$ cat src/rtl/core/nested_interval_profiler_unit_macros.svh
// ----------------------------------------------------------------------------
// nested interval profiler assertion macros
// shared concurrent check forms, clocked on clk_i and gated by rst_ni
// ----------------------------------------------------------------------------
`ifndef NESTED_INTERVAL_PROFILER_UNIT_MACROS_SVH
`define NESTED_INTERVAL_PROFILER_UNIT_MACROS_SVH

// same-cycle implication
`define NIP_ASSERT_SAME(lbl, pre, post, msg) \
  lbl: assert property (@(posedge clk_i) disable iff (!rst_ni) (pre) |-> (post)) \
    else $error(msg);

// next-cycle implication
`define NIP_ASSERT_NEXT(lbl, pre, post, msg) \
  lbl: assert property (@(posedge clk_i) disable iff (!rst_ni) (pre) |=> (post)) \
    else $error(msg);

`endif

$ cat src/rtl/core/nip_pkg.sv
// ----------------------------------------------------------------------------
// nip_pkg
// shared types and codes of the nested interval profiler
// ----------------------------------------------------------------------------
package nip_pkg;

  localparam int CNT_W = 7;

  localparam logic [1:0] OP_BEGIN = 2'd0;
  localparam logic [1:0] OP_END   = 2'd1;
  localparam logic [1:0] OP_CLEAR = 2'd2;
  localparam logic [1:0] OP_READ  = 2'd3;

  localparam logic [1:0] ERR_OK       = 2'd0;
  localparam logic [1:0] ERR_NO_BEGIN = 2'd1;
  localparam logic [1:0] ERR_NEST_OVF = 2'd2;

  localparam logic [1:0] CFG_SELF_COST = 2'd0;
  localparam logic [1:0] CFG_LOG_CAP   = 2'd1;

  // one event in flight through the pipeline
  typedef struct packed {
    logic [1:0]  op;
    logic [5:0]  ridx;
    logic        finish;
    logic [31:0] ticks;
    logic [1:0]  err;
    logic        done;
    logic [31:0] count;
  } item_t;

  typedef struct packed {
    logic [31:0]      log_value;
    logic [CNT_W-1:0] logged_count;
    logic [CNT_W-1:0] longest_position;
    logic [CNT_W-1:0] shortest_position;
    logic [31:0]      longest_ticks;
    logic [31:0]      shortest_ticks;
    logic [47:0]      total_ticks;
    logic [31:0]      entry_count;
    logic [1:0]       error_code;
    logic             outermost_done;
  } res_t;

  typedef struct packed {
    logic                  we;
    logic [CNT_W-1:0]      fill;
    logic [31:0]           data;
  } wr_t;

endpackage

$ cat src/rtl/core/nested_interval_profiler_unit.sv
// a result is registered through the track, clamp and stats stages after its input transfer
// throughput: one event per cycle while the result output is not stalled; the log ram takes
// one write and one read each cycle, and a read that meets a same-entry write in that cycle is forwarded
// reset: rst_ni clears the configuration, nesting, statistics, log fill and all valids;
// log contents stay undefined and are never returned before being written
`include "nested_interval_profiler_unit_macros.svh"
// ----------------------------------------------------------------------------
// nested_interval_profiler_unit
// timestamped begin/end/clear/read profiler for one measured region
// ----------------------------------------------------------------------------
module nested_interval_profiler_unit #(
  parameter int LOG_DEPTH = 64,
  parameter int MAX_NEST  = 255
) (
  input  logic         clk_i,
  input  logic         rst_ni,
  // timestamp[31:0], read_index[37:32], zero fill to 40 bits
  input  logic [39:0]  s_axis_tdata_i,
  // opcode[1:0]
  input  logic [1:0]   s_axis_tuser_i,
  input  logic         s_axis_tvalid_i,
  output logic         s_axis_tready_o,
  // outermost_done[0], error_code[2:1], entry_count[34:3], total_ticks[82:35],
  // shortest_ticks[114:83], longest_ticks[146:115], shortest_position[153:147],
  // longest_position[160:154], logged_count[167:161], log_value[199:168]
  output logic [199:0] m_axis_tdata_o,
  output logic         m_axis_tvalid_o,
  input  logic         m_axis_tready_i,
  input  logic         cfg_valid_i,
  output logic         cfg_ready_o,
  input  logic [1:0]   cfg_index_i,
  input  logic [31:0]  cfg_data_i
);
  import nip_pkg::*;

  localparam int AddrW = (LOG_DEPTH > 1) ? $clog2(LOG_DEPTH) : 1;

  logic [31:0]      self_cost_q;
  logic [CNT_W-1:0] log_cap_q;

  item_t s0_item, s1_q, s2_q, s2_in;
  logic  s1_v_q, s2_v_q, o_v_q;
  res_t  res, out_q;
  wr_t   wr;
  logic  accept, adv1, adv2, s2_free;
  logic [31:0] rd_data;
  logic [32:0] diff;
  logic [AddrW+CNT_W-1:0] waddr_ext;
  logic [AddrW+5:0]       raddr_ext;

  // config
  assign cfg_ready_o = 1'b1;
  always_ff @(posedge clk_i or negedge rst_ni) begin
    if (!rst_ni) begin
      self_cost_q <= '0;
      log_cap_q   <= '0;
    end else if (cfg_valid_i) begin
      if (cfg_index_i == CFG_SELF_COST) self_cost_q <= cfg_data_i;
      if (cfg_index_i == CFG_LOG_CAP)   log_cap_q   <= cfg_data_i[CNT_W-1:0];
    end
  end

  // pipeline flow control
  assign adv2            = s2_v_q && (!o_v_q || m_axis_tready_i);
  assign s2_free         = !s2_v_q || adv2;
  assign adv1            = s1_v_q && s2_free;
  assign s_axis_tready_o = !s1_v_q || adv1;
  assign accept          = s_axis_tvalid_i && s_axis_tready_o;

  nip_track #(
    .MAX_NEST(MAX_NEST)
  ) u_track (
    .clk_i   (clk_i),
    .rst_ni  (rst_ni),
    .accept_i(accept),
    .op_i    (s_axis_tuser_i),
    .ts_i    (s_axis_tdata_i[31:0]),
    .ridx_i  (s_axis_tdata_i[37:32]),
    .item_o  (s0_item)
  );

  // self-cost subtraction, clamped at zero
  assign diff = {1'b0, s1_q.ticks} - {1'b0, self_cost_q};
  always_comb begin
    s2_in       = s1_q;
    s2_in.ticks = diff[32] ? 32'd0 : diff[31:0];
  end

  always_ff @(posedge clk_i) begin
    if (accept) s1_q <= s0_item;
    if (adv1)   s2_q <= s2_in;
    if (adv2)   out_q <= res;
  end

  always_ff @(posedge clk_i or negedge rst_ni) begin
    if (!rst_ni) begin
      s1_v_q <= 1'b0;
      s2_v_q <= 1'b0;
      o_v_q  <= 1'b0;
    end else begin
      if (s_axis_tready_o) s1_v_q <= s_axis_tvalid_i;
      if (s2_free)         s2_v_q <= s1_v_q;
      if (!o_v_q || m_axis_tready_i) o_v_q <= s2_v_q;
    end
  end

  nip_stats #(
    .LOG_DEPTH(LOG_DEPTH)
  ) u_stats (
    .clk_i    (clk_i),
    .rst_ni   (rst_ni),
    .en_i     (adv2),
    .item_i   (s2_q),
    .log_cap_i(log_cap_q),
    .rd_data_i(rd_data),
    .wr_o     (wr),
    .res_o    (res)
  );

  assign waddr_ext = {{AddrW{1'b0}}, wr.fill};
  assign raddr_ext = {{AddrW{1'b0}}, s1_q.ridx};

  nip_log_ram #(
    .LOG_DEPTH(LOG_DEPTH)
  ) u_log_ram (
    .clk_i  (clk_i),
    .rst_ni (rst_ni),
    .we_i   (wr.we),
    .waddr_i(waddr_ext[AddrW-1:0]),
    .wdata_i(wr.data),
    .re_i   (adv1),
    .raddr_i(raddr_ext[AddrW-1:0]),
    .rdata_o(rd_data)
  );

  assign m_axis_tvalid_o = o_v_q;
  assign m_axis_tdata_o  = out_q;

  `NIP_ASSERT_SAME(a_no_begin_done, o_v_q && (out_q.error_code == ERR_NO_BEGIN), out_q.outermost_done, "end without begin left nesting open")
  `NIP_ASSERT_SAME(a_fill_bound, o_v_q, out_q.logged_count <= CNT_W'((LOG_DEPTH > 127) ? 127 : LOG_DEPTH), "log fill beyond depth")
  `NIP_ASSERT_SAME(a_min_le_max, o_v_q && (out_q.shortest_ticks != '1), out_q.shortest_ticks <= out_q.longest_ticks, "shortest above longest")
  `NIP_ASSERT_NEXT(a_stage_move, adv1, s2_v_q, "item lost between stages")

endmodule

$ cat src/rtl/core/nip_track.sv
// ----------------------------------------------------------------------------
// nip_track
// nesting depth, start tick and entry count, updated on every input transfer
// ----------------------------------------------------------------------------
module nip_track #(
  parameter int MAX_NEST = 255
) (
  input  logic          clk_i,
  input  logic          rst_ni,
  input  logic          accept_i,
  input  logic [1:0]    op_i,
  input  logic [31:0]   ts_i,
  input  logic [5:0]    ridx_i,
  output nip_pkg::item_t item_o
);
  import nip_pkg::*;

  localparam int NestW = $clog2(MAX_NEST + 1);
  localparam logic [NestW-1:0] NestMax = NestW'(MAX_NEST);
  localparam logic [NestW-1:0] NestOne = NestW'(1);

  logic [NestW-1:0] nest_q, nest_d;
  logic [31:0]      start_q, start_d;
  logic [31:0]      count_q, count_d;
  logic [1:0]       err;
  logic             finish;

  always_comb begin
    nest_d  = nest_q;
    start_d = start_q;
    count_d = count_q;
    err     = ERR_OK;
    finish  = 1'b0;
    unique case (op_i)
      OP_BEGIN: begin
        if (nest_q == NestMax) begin
          err = ERR_NEST_OVF;
        end else begin
          if (count_q != '1) count_d = count_q + 32'd1;
          if (nest_q == '0) start_d = ts_i;
          nest_d = nest_q + NestOne;
        end
      end
      OP_END: begin
        if (nest_q == '0) begin
          err = ERR_NO_BEGIN;
        end else begin
          nest_d = nest_q - NestOne;
          finish = (nest_q == NestOne) && (count_q != '0);
        end
      end
      OP_CLEAR: begin
        nest_d  = '0;
        start_d = '0;
        count_d = '0;
      end
      default: ;
    endcase
  end

  always_comb begin
    item_o.op     = op_i;
    item_o.ridx   = ridx_i;
    item_o.finish = finish;
    item_o.ticks  = ts_i - start_q;   // raw elapsed, wraps mod 2^32
    item_o.err    = err;
    item_o.done   = (nest_d == '0);
    item_o.count  = count_d;
  end

  always_ff @(posedge clk_i or negedge rst_ni) begin
    if (!rst_ni) begin
      nest_q  <= '0;
      start_q <= '0;
      count_q <= '0;
    end else if (accept_i) begin
      nest_q  <= nest_d;
      start_q <= start_d;
      count_q <= count_d;
    end
  end

endmodule

$ cat src/rtl/core/nip_log_ram.sv
// ----------------------------------------------------------------------------
// nip_log_ram
// interval log memory, one write and one registered read port, write forwarding
// ----------------------------------------------------------------------------
module nip_log_ram #(
  parameter int LOG_DEPTH = 64
) (
  input  logic        clk_i,
  input  logic        rst_ni,
  input  logic        we_i,
  input  logic [((LOG_DEPTH > 1) ? $clog2(LOG_DEPTH) : 1)-1:0] waddr_i,
  input  logic [31:0] wdata_i,
  input  logic        re_i,
  input  logic [((LOG_DEPTH > 1) ? $clog2(LOG_DEPTH) : 1)-1:0] raddr_i,
  output logic [31:0] rdata_o
);
  localparam int AddrW = (LOG_DEPTH > 1) ? $clog2(LOG_DEPTH) : 1;

  logic [31:0] mem [LOG_DEPTH];
  logic [31:0] rd_q;
  logic [31:0] fwd_data_q;
  logic        fwd_q;
  logic [AddrW-1:0] unused_chk;

  assign unused_chk = raddr_i;

  always_ff @(posedge clk_i) begin
    if (we_i) mem[waddr_i] <= wdata_i;
  end

  always_ff @(posedge clk_i) begin
    if (re_i) begin
      rd_q       <= mem[raddr_i];
      fwd_data_q <= wdata_i;
    end
  end

  // a read issued alongside a write to the same entry takes the new value
  always_ff @(posedge clk_i or negedge rst_ni) begin
    if (!rst_ni) begin
      fwd_q <= 1'b0;
    end else if (re_i) begin
      fwd_q <= we_i && (waddr_i == unused_chk);
    end
  end

  assign rdata_o = fwd_q ? fwd_data_q : rd_q;

endmodule

$ cat src/rtl/core/nip_stats.sv
// ----------------------------------------------------------------------------
// nip_stats
// running total, extremes and log fill; builds the result of each event
// ----------------------------------------------------------------------------
module nip_stats #(
  parameter int LOG_DEPTH = 64
) (
  input  logic                     clk_i,
  input  logic                     rst_ni,
  input  logic                     en_i,
  input  nip_pkg::item_t           item_i,
  input  logic [nip_pkg::CNT_W-1:0] log_cap_i,
  input  logic [31:0]              rd_data_i,
  output nip_pkg::wr_t             wr_o,
  output nip_pkg::res_t            res_o
);
  import nip_pkg::*;

  localparam logic [CNT_W-1:0] DepthCap = CNT_W'((LOG_DEPTH > 127) ? 127 : LOG_DEPTH);

  logic [47:0]      sum_q, sum_d;
  logic [31:0]      min_q, min_d, max_q, max_d;
  logic [CNT_W-1:0] min_pos_q, min_pos_d, max_pos_q, max_pos_d;
  logic [CNT_W-1:0] fill_q, fill_d;
  logic [CNT_W-1:0] cap;
  logic             append;
  logic             rd_hit;

  assign cap    = (log_cap_i > DepthCap) ? DepthCap : log_cap_i;
  assign append = item_i.finish && (fill_q < cap);

  always_comb begin
    sum_d     = sum_q;
    min_d     = min_q;
    max_d     = max_q;
    min_pos_d = min_pos_q;
    max_pos_d = max_pos_q;
    fill_d    = fill_q;
    if (item_i.op == OP_CLEAR) begin
      sum_d     = '0;
      min_d     = '1;
      max_d     = '0;
      min_pos_d = '0;
      max_pos_d = '0;
      fill_d    = '0;
    end else if (item_i.finish) begin
      sum_d = sum_q + {16'd0, item_i.ticks};
      if (item_i.ticks < min_q) begin
        min_d     = item_i.ticks;
        min_pos_d = fill_q;
      end
      if (item_i.ticks > max_q) begin
        max_d     = item_i.ticks;
        max_pos_d = fill_q;
      end
      if (append) fill_d = fill_q + CNT_W'(1);
    end
  end

  // fill already counts every earlier append, so this bound keeps out unwritten entries
  assign rd_hit = (item_i.op == OP_READ) && ({1'b0, item_i.ridx} < fill_q);

  always_comb begin
    wr_o.we   = en_i && append;
    wr_o.fill = fill_q;
    wr_o.data = item_i.ticks;
  end

  always_comb begin
    res_o.outermost_done    = item_i.done;
    res_o.error_code        = item_i.err;
    res_o.entry_count       = item_i.count;
    res_o.total_ticks       = sum_d;
    res_o.shortest_ticks    = min_d;
    res_o.longest_ticks     = max_d;
    res_o.shortest_position = min_pos_d;
    res_o.longest_position  = max_pos_d;
    res_o.logged_count      = fill_d;
    res_o.log_value         = rd_hit ? rd_data_i : 32'd0;
  end

  always_ff @(posedge clk_i or negedge rst_ni) begin
    if (!rst_ni) begin
      sum_q     <= '0;
      min_q     <= '1;
      max_q     <= '0;
      min_pos_q <= '0;
      max_pos_q <= '0;
      fill_q    <= '0;
    end else if (en_i) begin
      sum_q     <= sum_d;
      min_q     <= min_d;
      max_q     <= max_d;
      min_pos_q <= min_pos_d;
      max_pos_q <= max_pos_d;
      fill_q    <= fill_d;
    end
  end

endmodule

$ cat config.mk
export PLATFORM = sky130hd
export DESIGN_NAME = nested_interval_profiler_unit
export DESIGN_NICKNAME = d
export VERILOG_FILES = /design/src/rtl/core/nip_pkg.sv /design/src/rtl/core/nested_interval_profiler_unit.sv /design/src/rtl/core/nip_track.sv /design/src/rtl/core/nip_log_ram.sv /design/src/rtl/core/nip_stats.sv
export VERILOG_INCLUDE_DIRS = /design/src /design/src/rtl/core
export SDC_FILE = /design/constraint.sdc
export NUM_CORES = 2
export LEC_CHECK = 0
export BUFFER_PORTS_ARGS = -buffer_cell sky130_fd_sc_hd__buf_4
export CORE_MARGIN = 3
export CORE_UTILIZATION = 55
export DETAILED_ROUTE_END_ITERATION = 10
export PLACE_DENSITY = 0.72
export REMOVE_ABC_BUFFERS = 1
export SLEW_MARGIN = 20
export SYNTH_ARGS = -nofsm -noshare
export SYNTH_HDL_FRONTEND = slang
export SYNTH_SLANG_ARGS = --single-unit
export TNS_END_PERCENT = 50
$ cat constraint.sdc
create_clock -name clk_i -period 8.1 [get_ports clk_i]
set_clock_uncertainty 0.2 [all_clocks]
set_input_delay 0 -clock clk_i [delete_from_list [all_inputs] [get_ports clk_i]]
set_output_delay 0 -clock clk_i [all_outputs]
set_load 0.05 [all_outputs]
==> metrics.txt <==
unrepaired setup endpoints after global routing=false; DRC Markers=0; placed insts=8,773; post-layout util=64.4%; Non-Filler Instances=9,552; Setup TNS Final=0 ns; most frequent CP cell=a21o_1; Worst EP required=8.45 ns; initial core utilization=55.4%; latest clock arrival within the worst-skew pair=0.92 ns; antenna violations before repair=5; Slew Limit Fails=0; via count=61,912; io pins=284; HPWL after DPL=161,000 microns; fmax=0.206 GHz; CTS sink cnt=2,712; nets=6,949; pwr/cell area=321 nW/um^2; Rel. slew slack=20.3%; first-pass GRT wire length=436,000 microns; Std-Cell Rows=164; Total GRT Usage=29.3%; DIE HEIGHT=455 microns; post-synthesis sequential area ratio=72.3%; worst r2r path cells=8; period utilization=59.8%; CP max-delay cell=nor2_4; Via density=6.48; critical path depth=8; slowest cell delay on critical path=0.98 ns; worst hold stages=5; Reg2Reg Launch Point=u_stats.fill_q[1]; HP Start=s_axis_tdata_i[18]; commonest non-fill, non-tap cell in the layout=edfxtp_1; Final Hold Viols=0; Syn Area/Cell=18.6 sq um; Hold Crit Class=input pin to register; Critical Path Source=u_stats.fill_q[1]; Leak=44.1 nW; vias in the first global route=63,191; Die ar.=207,000 sq um; total grt overflow=0; largest net degree at the start of global routing=149; Warnings, synthesis=0; First DRT Iteration DRCs=7,918; Max Cap Viol=0; Crit Path Max Fanout=18; DRT Pass-1 Iters=6; WHS=0.0886 ns; CP arrival=5.19 ns; most frequent cells in the layout=edfxtp_1 (2,464), mux4_2 (670), buf_4 (423), nor2_1 (299), clkbuf_16 (295); post-cts sizing count=0; DRT antenna net count=0; synthesized netlist cell count=5,983; Synth Flop Type=edfxtp_1; Startpoint Class=register; Routed WL=301,000 microns; H-Tree Depth=5; Buf/Inv on CP=1; WS Path Type=register to register; TritonCTS buffer count=288; clock root cell=clkbuf_16; delay-heaviest family, CP=simple AND/OR/NAND/NOR gates; Die Wd=455 microns; fill count=13,229; CTS tree=done; Syn-to-layout area delta=16.2%; CP cell instances=ha_1 > a21o_1 > a21o_1 > a21oi_1 > o21a_1 > nand4_1 > nor2_4 > buf_4; distinct cell type count after synthesis=83; number of flops mapped to enable cells by yosys=2,464; fraction of layout cells with a size suffix above 1=24.0%; post-layout minimum cycle time=4.84 ns; gpl congestion=0.868; maximum clock path buffer count=4; mapped cell area=111,000 sq um; worst slew pin tran=1.20 ns; Max VDD drop=0.277 mV; status=finished clean; Final setup violation count=0; asr flop ratio synth=9.14%; total core area=200,000 sq um; element type at the critical path end=register; FF+latch count, synth=2,712; port bufs=280; Worst-path clk slew=0.06 ns; Avg WL per Cell=31.5 microns
-- worst reg2reg max path, cell delays in order (launching register included) --
cell	delay, ns
dfrtp_1	0.84
ha_1	0.36
a21o_1	0.16
a21o_1	0.18
a21oi_1	0.21
o21a_1	0.38
nand4_1	0.68
nor2_4	0.99
buf_4	0.50
-- kinds of logic after synthesis --
group / synth area share, %
AND/OR/NAND/NOR: 4.05
AO/OA/AOI/OAI: 4.04
other: 0.00338
buffers and inverters: 1.73
flip-flops: 72.3
XOR/XNOR: 1.01
multiplexers: 14.8
adder cells (fa/ha/maj): 2.03
-- state kept, by name, indices dropped and copies added (netlist names), 6 cells and up --
| register | flops |
|---|---|
| u_stats.min_pos_q | 7 |
| s2_q | 76 |
| u_log_ram.fwd_data_q | 32 |
| self_cost_q | 32 |
| u_stats.max_pos_q | 7 |
| u_stats.min_q | 32 |
| u_stats.fill_q | 7 |
| u_stats.sum_q | 48 |
| u_track.start_q | 32 |
| u_track.nest_q | 8 |
| u_log_ram.rd_q | 32 |
| m_axis_tdata_o | 200 |
| u_stats.max_q | 32 |
| u_track.count_q | 32 |
| log_cap_q | 7 |
| s1_q | 70 |
| raddr_ext | 6 |
| u_log_ram.mem | 2048 |
-- layer usage --
layer | GRT usage, % | part of all wire [%] | routed length (microns) | up-vias
li1 | - | - | - | 25430
met1 | 38.3 | 36 | 108000 | 32163
met4 | 13.0 | 4.9 | 14800 | 2
met5 | 0 | 0.0066 | 20 | -
met3 | 6.40 | 9.8 | 29400 | 696
met2 | 47.9 | 49 | 148000 | 3621
-- final timing paths --
kind                                         end  slack (ns)
max in group asynchronous    u_track.start_q[20]        6.57
min in group asynchronous   u_stats.min_pos_q[3]        0.12
setup / recovery           u_log_ram.mem[25][21]        3.26
setup reg to reg           u_log_ram.mem[25][21]        3.26
hold reg to reg                         s2_q[26]        0.22
hold / removal                          s1_q[54]        0.09
-- power by group --
group / internal, mW / switching [mW]
Combinational: 3.13 / 6.67
Sequential: 18.0 / 0.742
Clock: 7.52 / 5.26
Total: 28.7 / 12.7
-- synth_stat cells, types with 6 or more instances --
master | instances | area (sq um)
dfrtp_1 | 216 | 5410
nor2b_1 | 25 | 156
buf_1 | 21 | 78.8
edfxtp_1 | 2464 | 74000
buf_2 | 69 | 345
nor4_1 | 17 | 106
o21ai_0 | 219 | 1100
and2_1 | 14 | 87.6
a31oi_1 | 18 | 113
o32a_1 | 33 | 330
or4_1 | 7 | 52.6
o31ai_1 | 38 | 285
mux2i_1 | 123 | 1230
xnor2_1 | 75 | 657
mux2_2 | 14 | 158
o22ai_1 | 11 | 68.8
and4_1 | 9 | 78.8
mux4_2 | 670 | 15100
a211oi_1 | 19 | 143
nand2b_1 | 25 | 156
nand2_1 | 268 | 1010
o21bai_1 | 13 | 97.6
nor3_1 | 44 | 220
o21a_1 | 19 | 143
inv_1 | 177 | 664
xor2_1 | 53 | 464
dfstp_2 | 32 | 841
a21o_1 | 63 | 473
nand3b_1 | 6 | 45.0
ha_1 | 175 | 2190
or2_2 | 6 | 37.5
or3_1 | 24 | 150
nor2_1 | 354 | 1330
nand4_1 | 41 | 257
clkbuf_1 | 210 | 788
a21oi_1 | 142 | 711
a22o_1 | 43 | 377
and3_1 | 23 | 144
nand3_1 | 94 | 470
o21ai_1 | 9 | 45.0
o211ai_1 | 15 | 113
-- final cells by class --
type                    instances  area, sq um  area share [%]
flip-flops and latches       2712        80200            62.2
well taps                    2656         3320            2.58
clock buffers                 345         7630            5.92
clock inverters               148         1400            1.09
repair buffers                721         6320            4.90
inverters                     179          682           0.529
multi-input cells            2788        29400            22.8
diodes                          3         7.51         0.00582
-- repair_timing --
item                      in CTS  in global routing
hold buffers                 283                  0
hold endpoints to repair     487                  0
setup buffers                  0                  0
-- stage by stage --
stage / cell area, sq um / power (mW) / setup slack (ns)
after floorplan: 110000 / 25.5 / -14.29
after global placement: 117000 / 28.1 / 3.44
after detailed placement: 117000 / 28.3 / 3.36
after CTS: 129000 / 41.2 / 3.34
after global routing: 129000 / 42.8 / 3.06
final: 129000 / 41.4 / 3.26
No activity file was read; power rests on OpenSTA's default activity.
